==> src/rtl/ets_pkg.sv <==
// shared constants and the sample-to-row scaling for the edge trigger sweep capture
package ets_pkg;

  localparam int LEVEL_W = 12;
  localparam int ROW_W   = 9;
  localparam int IDX_W   = 10;

  // sweep length in samples (2 .. 1024)
  localparam logic [IDX_W:0] SWEEP_POINTS = 11'd320;

  localparam logic [LEVEL_W-1:0] THRESHOLD_RST = 12'd1000;
  localparam logic [LEVEL_W-1:0] FULL_SCALE    = 12'd4095;
  localparam logic [ROW_W-1:0]   ROW_OFFSET    = 9'd44;
  localparam logic [ROW_W-1:0]   ROW_MAX       = 9'd284;

  localparam int CFG_IDX_W = 8;

  typedef enum logic [CFG_IDX_W-1:0] {
    REG_THRESHOLD   = 8'd0,
    REG_EDGE_SELECT = 8'd1
  } cfg_reg_t;

  // row = level * 240 / 4095 + 44, no divider
  // level*240 = level*256 - level*16; quotient by 4095 from a shift and one correction
  function automatic logic [ROW_W-1:0] level_to_row(input logic [LEVEL_W-1:0] level);
    logic [19:0] prod;
    logic [7:0]  q0;
    logic [12:0] rem;
    logic [7:0]  q;
    prod = {level, 8'b0} - {4'b0, level, 4'b0};
    q0   = prod[19:12];
    rem  = {1'b0, prod[11:0]} + {5'b0, q0};
    q    = q0 + ((rem >= {1'b0, FULL_SCALE}) ? 8'd1 : 8'd0);
    return {1'b0, q} + ROW_OFFSET;
  endfunction

endpackage

==> src/rtl/edge_trigger_sweep_capture.sv <==
// top level: edge trigger, sweep capture and line segment generation
// Edge-triggered single-sweep capture for a scope trace. While armed, each
// sample is compared with the one before it; a rise above the jump threshold
// (edge_select 0) or a fall below minus the threshold (edge_select 1) fires
// the trigger. The trigger sample itself is not captured. The block then
// captures SWEEP_POINTS samples, taking only items with on_period set, and
// every captured sample after the first gives one segment from column
// x_start to x_start+1, from the previous row to the current row, with
// row = sample*240/4095 + 44. The last segment of the sweep carries tlast and
// the block re-arms; the next sample becomes the new reference level.
// One item is accepted every cycle while out_tready does not hold the result
// register. An accepted item passes through one input register and then one
// result register, where out_tvalid rises with its segment. The sample to
// row scaling is a shift-and-correct quotient, so the single combinational
// stage between the two registers sets the cycle time. Configuration must
// be written only while the block is idle, which the block itself does not
// enforce; a write to an unknown index is dropped.
module edge_trigger_sweep_capture
  import ets_pkg::*;
(
  input  logic                 clk,
  input  logic                 rst_n,

  // input items
  input  logic                 in_tvalid,
  output logic                 in_tready,
  input  logic [15:0]          in_tdata,   // [11:0] sample, [15:12] zero
  input  logic                 in_tuser,   // [0] on_period

  // result items
  output logic                 out_tvalid,
  input  logic                 out_tready,
  output logic [31:0]          out_tdata,  // [9:0] x_start, [18:10] y_start,
                                           // [27:19] y_end, [31:28] zero
  output logic                 out_tlast,  // frame_end

  // configuration writes
  input  logic                 cfg_valid,
  output logic                 cfg_ready,
  input  logic [CFG_IDX_W-1:0] cfg_index,
  input  logic [LEVEL_W-1:0]   cfg_data
);

  // configuration registers
  logic [LEVEL_W-1:0] threshold_r;
  logic               edge_sel_r;

  // input register
  logic               in_valid_r;
  logic [LEVEL_W-1:0] sample_r;
  logic               on_period_r;

  // trigger and capture state
  logic               capturing_r, capturing_nxt;
  logic               have_prev_r, have_prev_nxt;
  logic [LEVEL_W-1:0] prev_level_r, prev_level_nxt;
  logic [IDX_W-1:0]   capture_idx_r, capture_idx_nxt;
  logic [ROW_W-1:0]   prev_row_r, prev_row_nxt;

  // result register
  logic               out_valid_r;
  logic [IDX_W-1:0]   x_start_r;
  logic [ROW_W-1:0]   y_start_r;
  logic [ROW_W-1:0]   y_end_r;
  logic               frame_end_r;

  // combinational result
  logic               res_valid;
  logic [IDX_W-1:0]   res_x;
  logic               res_last;

  logic               advance;
  logic               stage_fire;
  logic               trig_fire;
  logic [LEVEL_W:0]   rise;
  logic [LEVEL_W:0]   fall;
  logic [ROW_W-1:0]   row;
  logic               last_point;

  assign cfg_ready = 1'b1;

  // result register is free or being emptied this cycle
  assign advance    = !out_valid_r || out_tready;
  assign in_tready  = !in_valid_r || advance;
  assign stage_fire = in_valid_r && advance;

  // configuration writes
  always_ff @(posedge clk) begin
    if (!rst_n) begin
      threshold_r <= THRESHOLD_RST;
      edge_sel_r  <= 1'b0;
    end else if (cfg_valid && cfg_ready) begin
      unique case (cfg_index)
        REG_THRESHOLD:   threshold_r <= cfg_data;
        REG_EDGE_SELECT: edge_sel_r  <= cfg_data[0];
        default: ;
      endcase
    end
  end

  // input register
  always_ff @(posedge clk) begin
    if (!rst_n) begin
      in_valid_r <= 1'b0;
    end else if (in_tready) begin
      in_valid_r <= in_tvalid;
    end
  end

  always_ff @(posedge clk) begin
    if (in_tready && in_tvalid) begin
      sample_r    <= in_tdata[LEVEL_W-1:0];
      on_period_r <= in_tuser;
    end
  end

  // signed jumps in 13 bits: a rise or fall is taken only if positive
  assign rise = {1'b0, sample_r} - {1'b0, prev_level_r};
  assign fall = {1'b0, prev_level_r} - {1'b0, sample_r};

  always_comb begin
    if (!edge_sel_r) begin
      trig_fire = !rise[LEVEL_W] && (rise[LEVEL_W-1:0] > threshold_r);
    end else begin
      trig_fire = !fall[LEVEL_W] && (fall[LEVEL_W-1:0] > threshold_r);
    end
  end

  assign row        = level_to_row(sample_r);
  assign last_point = ({1'b0, capture_idx_r} + 11'd1) >= SWEEP_POINTS;

  always_comb begin
    capturing_nxt   = capturing_r;
    have_prev_nxt   = have_prev_r;
    prev_level_nxt  = prev_level_r;
    capture_idx_nxt = capture_idx_r;
    prev_row_nxt    = prev_row_r;
    res_valid       = 1'b0;
    res_x           = capture_idx_r - 10'd1;
    res_last        = last_point;

    if (stage_fire) begin
      if (!capturing_r) begin
        if (!have_prev_r) begin
          // first sample after arming is only the reference level
          prev_level_nxt = sample_r;
          have_prev_nxt  = 1'b1;
        end else if (trig_fire) begin
          capturing_nxt   = 1'b1;
          capture_idx_nxt = '0;
        end else begin
          prev_level_nxt = sample_r;
        end
      end else if (on_period_r) begin
        prev_row_nxt = row;
        if (capture_idx_r == '0) begin
          // first captured point starts the trace, no segment yet
          capture_idx_nxt = 10'd1;
        end else begin
          res_valid = 1'b1;
          if (last_point) begin
            capturing_nxt   = 1'b0;
            have_prev_nxt   = 1'b0;
            capture_idx_nxt = '0;
          end else begin
            capture_idx_nxt = capture_idx_r + 10'd1;
          end
        end
      end
    end
  end

  always_ff @(posedge clk) begin
    if (!rst_n) begin
      capturing_r   <= 1'b0;
      have_prev_r   <= 1'b0;
      prev_level_r  <= '0;
      capture_idx_r <= '0;
      prev_row_r    <= ROW_OFFSET;
    end else begin
      capturing_r   <= capturing_nxt;
      have_prev_r   <= have_prev_nxt;
      prev_level_r  <= prev_level_nxt;
      capture_idx_r <= capture_idx_nxt;
      prev_row_r    <= prev_row_nxt;
    end
  end

  // result register
  always_ff @(posedge clk) begin
    if (!rst_n) begin
      out_valid_r <= 1'b0;
    end else if (advance) begin
      out_valid_r <= res_valid;
    end
  end

  always_ff @(posedge clk) begin
    if (advance && res_valid) begin
      x_start_r   <= res_x;
      y_start_r   <= prev_row_r;
      y_end_r     <= row;
      frame_end_r <= res_last;
    end
  end

  assign out_tvalid = out_valid_r;
  assign out_tdata  = {4'b0, y_end_r, y_start_r, x_start_r};
  assign out_tlast  = frame_end_r;

  // segment column always inside the sweep
  a_x_in_range: assert property (@(posedge clk) disable iff (!rst_n)
    out_valid_r |-> ({1'b0, x_start_r} + 11'd2) <= SWEEP_POINTS)
    else $error("segment column past sweep end");

  // rows stay on the trace area
  a_rows_in_range: assert property (@(posedge clk) disable iff (!rst_n)
    out_valid_r |-> (y_start_r >= ROW_OFFSET && y_start_r <= ROW_MAX &&
                     y_end_r >= ROW_OFFSET && y_end_r <= ROW_MAX))
    else $error("segment row outside trace area");

  // an armed block holds a cleared capture index
  a_idle_index: assert property (@(posedge clk) disable iff (!rst_n)
    !capturing_r |-> capture_idx_r == '0)
    else $error("capture index nonzero while armed");

  // last segment of a sweep re-arms the trigger
  a_rearm: assert property (@(posedge clk) disable iff (!rst_n)
    (stage_fire && res_valid && res_last) |=> (!capturing_r && !have_prev_r))
    else $error("no re-arm after last segment");

endmodule
==> config.mk <==
export PLATFORM = sky130hd
export DESIGN_NAME = edge_trigger_sweep_capture
export DESIGN_NICKNAME = d
export VERILOG_FILES = /design/src/rtl/ets_pkg.sv /design/src/rtl/edge_trigger_sweep_capture.sv
export SDC_FILE = /design/constraint.sdc
export NUM_CORES = 1
export LEC_CHECK = 0
export BUFFER_PORTS_ARGS = -buffer_cell sky130_fd_sc_hd__buf_2
export CORE_MARGIN = 2
export CORE_UTILIZATION = 54
export CTS_CLUSTER_DIAMETER = 100
export DETAILED_ROUTE_END_ITERATION = 6
export PLACE_DENSITY = 0.83
export SLEW_MARGIN = 20
export SYNTH_ARGS = -nofsm -noshare
export SYNTH_HDL_FRONTEND = slang
export SYNTH_SLANG_ARGS = --single-unit
==> constraint.sdc <==
create_clock -name clk -period 4.9 [get_ports clk]
set_clock_uncertainty 0.1 [all_clocks]
set_input_delay 0.735 -clock clk [delete_from_list [all_inputs] [get_ports clk]]
set_output_delay 0.735 -clock clk [all_outputs]
set_load 0.01 [all_outputs]
==> impl_metrics.yaml <==
status:
  status: "complete, but fails checks"
  violations: "design-rule violations, negative setup slack"
cells_and_area:
  layout_commonest_cell: "buf_4"
  diodes: 0
  post-route-cell-area_um2: 8140
  fillCellCount: 791
  syn_to_final_growth_pct: 26.9
  nNetsFinal: 949
  layout.cells.most_common_list: "79 x buf_4, 75 x nand2_1, 68 x buf_2"
  drive_gt1_frac: 0.300
route:
  drcViolationCount: 6
  wl_per_cell_um: 16.1
  via_count: 5619
  antenna_left: 0
  vias_per_cell: 5.68
  postRouteWirelength_um: 15900
  first_pass_iters: 7
  dr.first_iter.drc_count: 446
worst_setup_path:
  endpoint_kind: "register"
  crit_start: "sample_r[1]$_DFFE_PP_"
  endpoint: "prev_row_r[4]$_SDFFE_PN0P_"
  required_ns: 5.07
  r2r-start: "sample_r[1]$_DFFE_PP_"
  r2r_end: "prev_row_r[4]$_SDFFE_PN0P_"
  cp_max_fo: 5
  reg2reg_slack_ns: -0.17
  criticalPathCategory: "register to register"
  arrival_ns: 5.24
  startpoint_type: "register"
  r2r_cells: 24
flow_run:
  drv_cap: 0
power:
  power_density_nw_per_um2: 289
  ir_drop_mv: 0.183
  leakage_nw: 3.53
cts:
  cts_root_buf: "clkbuf_16"
  cts_num_sinks: 90
  cts.path.max_buffers: 2
  numCtsBuffers: 9
  cts_tree: "built"
  insertion_delay_ns: 0.36
  clkTransAtPathRegs_ns: 0.06
  cts.htree.levels: 3
global_route:
  grt_pass1_wl_um: 24700
  grt_max_degree: 50
  grt_usage: 0.240
  grt_pass1_vias: 5471
  antenna_found_initial: 0
  overflow: 0
synth:
  netlist.top_cell.by_area: "edfxtp_1"
  synth_cells: 702
  yosysTopAreaCellShare: 0.197
  synth_warnings: 0
  synth_area_leaders: "edfxtp_1 20%, dfxtp_1 15%, ha_1 12%"
  syn_area_um2: 6410
  async_flop_share: 0
  synth-edff-count: 42
  postSynthAreaPerCell_um2: 9.14
  synth_cell_types: 77
  synth_seq_cells: 90
  synthFlopType: "dfxtp_1"
  synth_seq_area_share: 0.346
timing:
  slew_headroom: 0.397
  worst_slack_ns: -0.173
  finalSetupViolCount: 8
  tightestPinTransition_ns: 0.905
  timing.final.crit_period_ns: 5.07
  drv_slew: 0
  final_hold_viol_count: 0
  finalCritPeriodShare: 1.04
  holdWs_ns: 0.322
  timing.fmax_mhz: 197
  rsz0062_at_grt: "yes"
floorplanning:
  die_w_um: 113
  coreArea_um2: 11500
  io_pins: 78
  rows: 39
  die_h_um: 113
  start_util: 0.557
  fp.dieArea_um2: 12800
placed_design:
  place_area_um2: 7290
  io_buffer_count: 68
  gp_congestion: 0.932
  hpwl_um: 11100
worst_hold_path:
  hold_class: "register to register"
registers in the layout (all words and copies together) (netlist names), 9 cells and up:
register and count:
y_end_r 9, x_start_r 10, threshold_r 12, sample_r 12, y_start_r 9, capture_idx_r 10
prev_level_r 12, prev_row_r 9
cell usage after synthesis, types with 6 or more instances:
| master | number |
|---|---|
| a21o_1 | 14 |
| o211ai_1 | 7 |
| o21a_1 | 10 |
| nand3_1 | 26 |
| a31oi_1 | 10 |
| nand4_1 | 8 |
| xor2_1 | 18 |
| mux2i_1 | 22 |
| xnor2_1 | 24 |
| edfxtp_1 | 42 |
| buf_4 | 9 |
| dfxtp_1 | 48 |
| a221oi_1 | 7 |
| clkbuf_1 | 14 |
| ha_1 | 64 |
| and3_1 | 6 |
| nor2_1 | 50 |
| nand2b_1 | 9 |
| nor2b_1 | 8 |
| nand2_1 | 78 |
| nor3_1 | 6 |
| inv_1 | 56 |
| o21ai_0 | 35 |
| a21oi_1 | 37 |
critical path: stages, from the launching register on:
cell,delay [ns]
edfxtp_1,0.53
inv_2,0.14
ha_4,0.17
nand4bb_4,0.14
a211o_4,0.38
a311o_2,0.38
ha_4,0.19
ha_4,0.25
and3_4,0.18
nand4_1,0.15
nor4b_2,0.28
nand2_1,0.07
a31oi_1,0.18
ha_2,0.25
nand2b_1,0.09
mux2_4,0.30
nand2_4,0.08
nand2b_4,0.06
xnor2_2,0.13
ha_2,0.21
buf_4,0.14
xnor2_2,0.18
xnor2_2,0.14
nand2_1,0.08
a21boi_0,0.18
stage by stage:
stage                      util  cells  worst slack [ns]   TNS, ns  power, W
after global routing      0.707    989            -0.360     -2.25   0.00246
after global placement    0.633    948            -0.102    -0.199   0.00153
final                     0.707    989            -0.173    -0.693   0.00235
after floorplan               -    705          -0.00811  -0.00811   0.00136
after CTS                 0.675    971           -0.0641   -0.0665   0.00225
after detailed placement  0.633    948            -0.180     -1.80   0.00156
worst min path at each step:
stage / from / to / slack [ns] / cells after the start
2_1_floorplan: prev_row_r[6]$_SDFFE_PN0P_ / y_start_r[6]$_DFFE_PP_ / 0.30 / 0
3_3_place_gp: prev_row_r[6]$_SDFFE_PN0P_ / y_start_r[6]$_DFFE_PP_ / 0.31 / 0
3_5_place_dp: prev_row_r[7]$_SDFFE_PN0P_ / y_start_r[7]$_DFFE_PP_ / 0.31 / 0
4_1_cts: prev_row_r[7]$_SDFFE_PN0P_ / y_start_r[7]$_DFFE_PP_ / 0.32 / 0
5_1_grt: prev_row_r[6]$_SDFFE_PN0P_ / y_start_r[6]$_DFFE_PP_ / 0.34 / 0
6_report: prev_row_r[7]$_SDFFE_PN0P_ / y_start_r[7]$_DFFE_PP_ / 0.32 / 0
power by group:
group	total (W)	internal, W	switching (W)
Combinational	0.000882	0.000425	0.000457
Clock	0.000641	0.000343	0.000297
Sequential	0.000827	0.000811	0.0000160
Total	0.00235	0.00158	0.000771
kinds of logic (layout without fill, tap and decap cells):
| group | Yosys count | count (layout) | share of synthesized area |
|---|---|---|---|
| DFF | 90 | 90 | 0.346 |
| buffers and inverters | 88 | 228 | 0.0653 |
| other | 2 | 5 | 0.00117 |
| AOI/OAI and AO/OA | 161 | 162 | 0.171 |
| adders and majority gates | 67 | 67 | 0.133 |
| xor gates and xnor gates | 45 | 45 | 0.0702 |
| muxes | 23 | 23 | 0.0361 |
| and+or+nand+nor | 226 | 226 | 0.177 |
routing by layer:
metal	up-vias	GRT usage	share of wire
met5	-	0	0
met4	0	0.0894	0.021
met3	34	0.0455	0.050
met2	174	0.441	0.53
met1	2645	0.276	0.40
li1	2766	-	-
area by class of cell:
cell class              instances  area, um2  area share
flip-flops and latches         90       2220       0.273
multi-input cells             528       4230       0.519
inverters                      56        213      0.0261
repair buffers                156       1030       0.127
clock buffers                  11        233      0.0286
clock inverters                 5       31.3     0.00384
well taps                     143        179      0.0220
what timing repair did:
action	CTS	global route
hold buffers	0	0
pin swaps	7	38
hold endpoints to repair	0	0
gates resized for setup	29	47
buffers inserted	7	17
endpoints found under the setup margin	18	33
gates cloned	0	1
No activity file was read; power rests on OpenSTA's default activity.
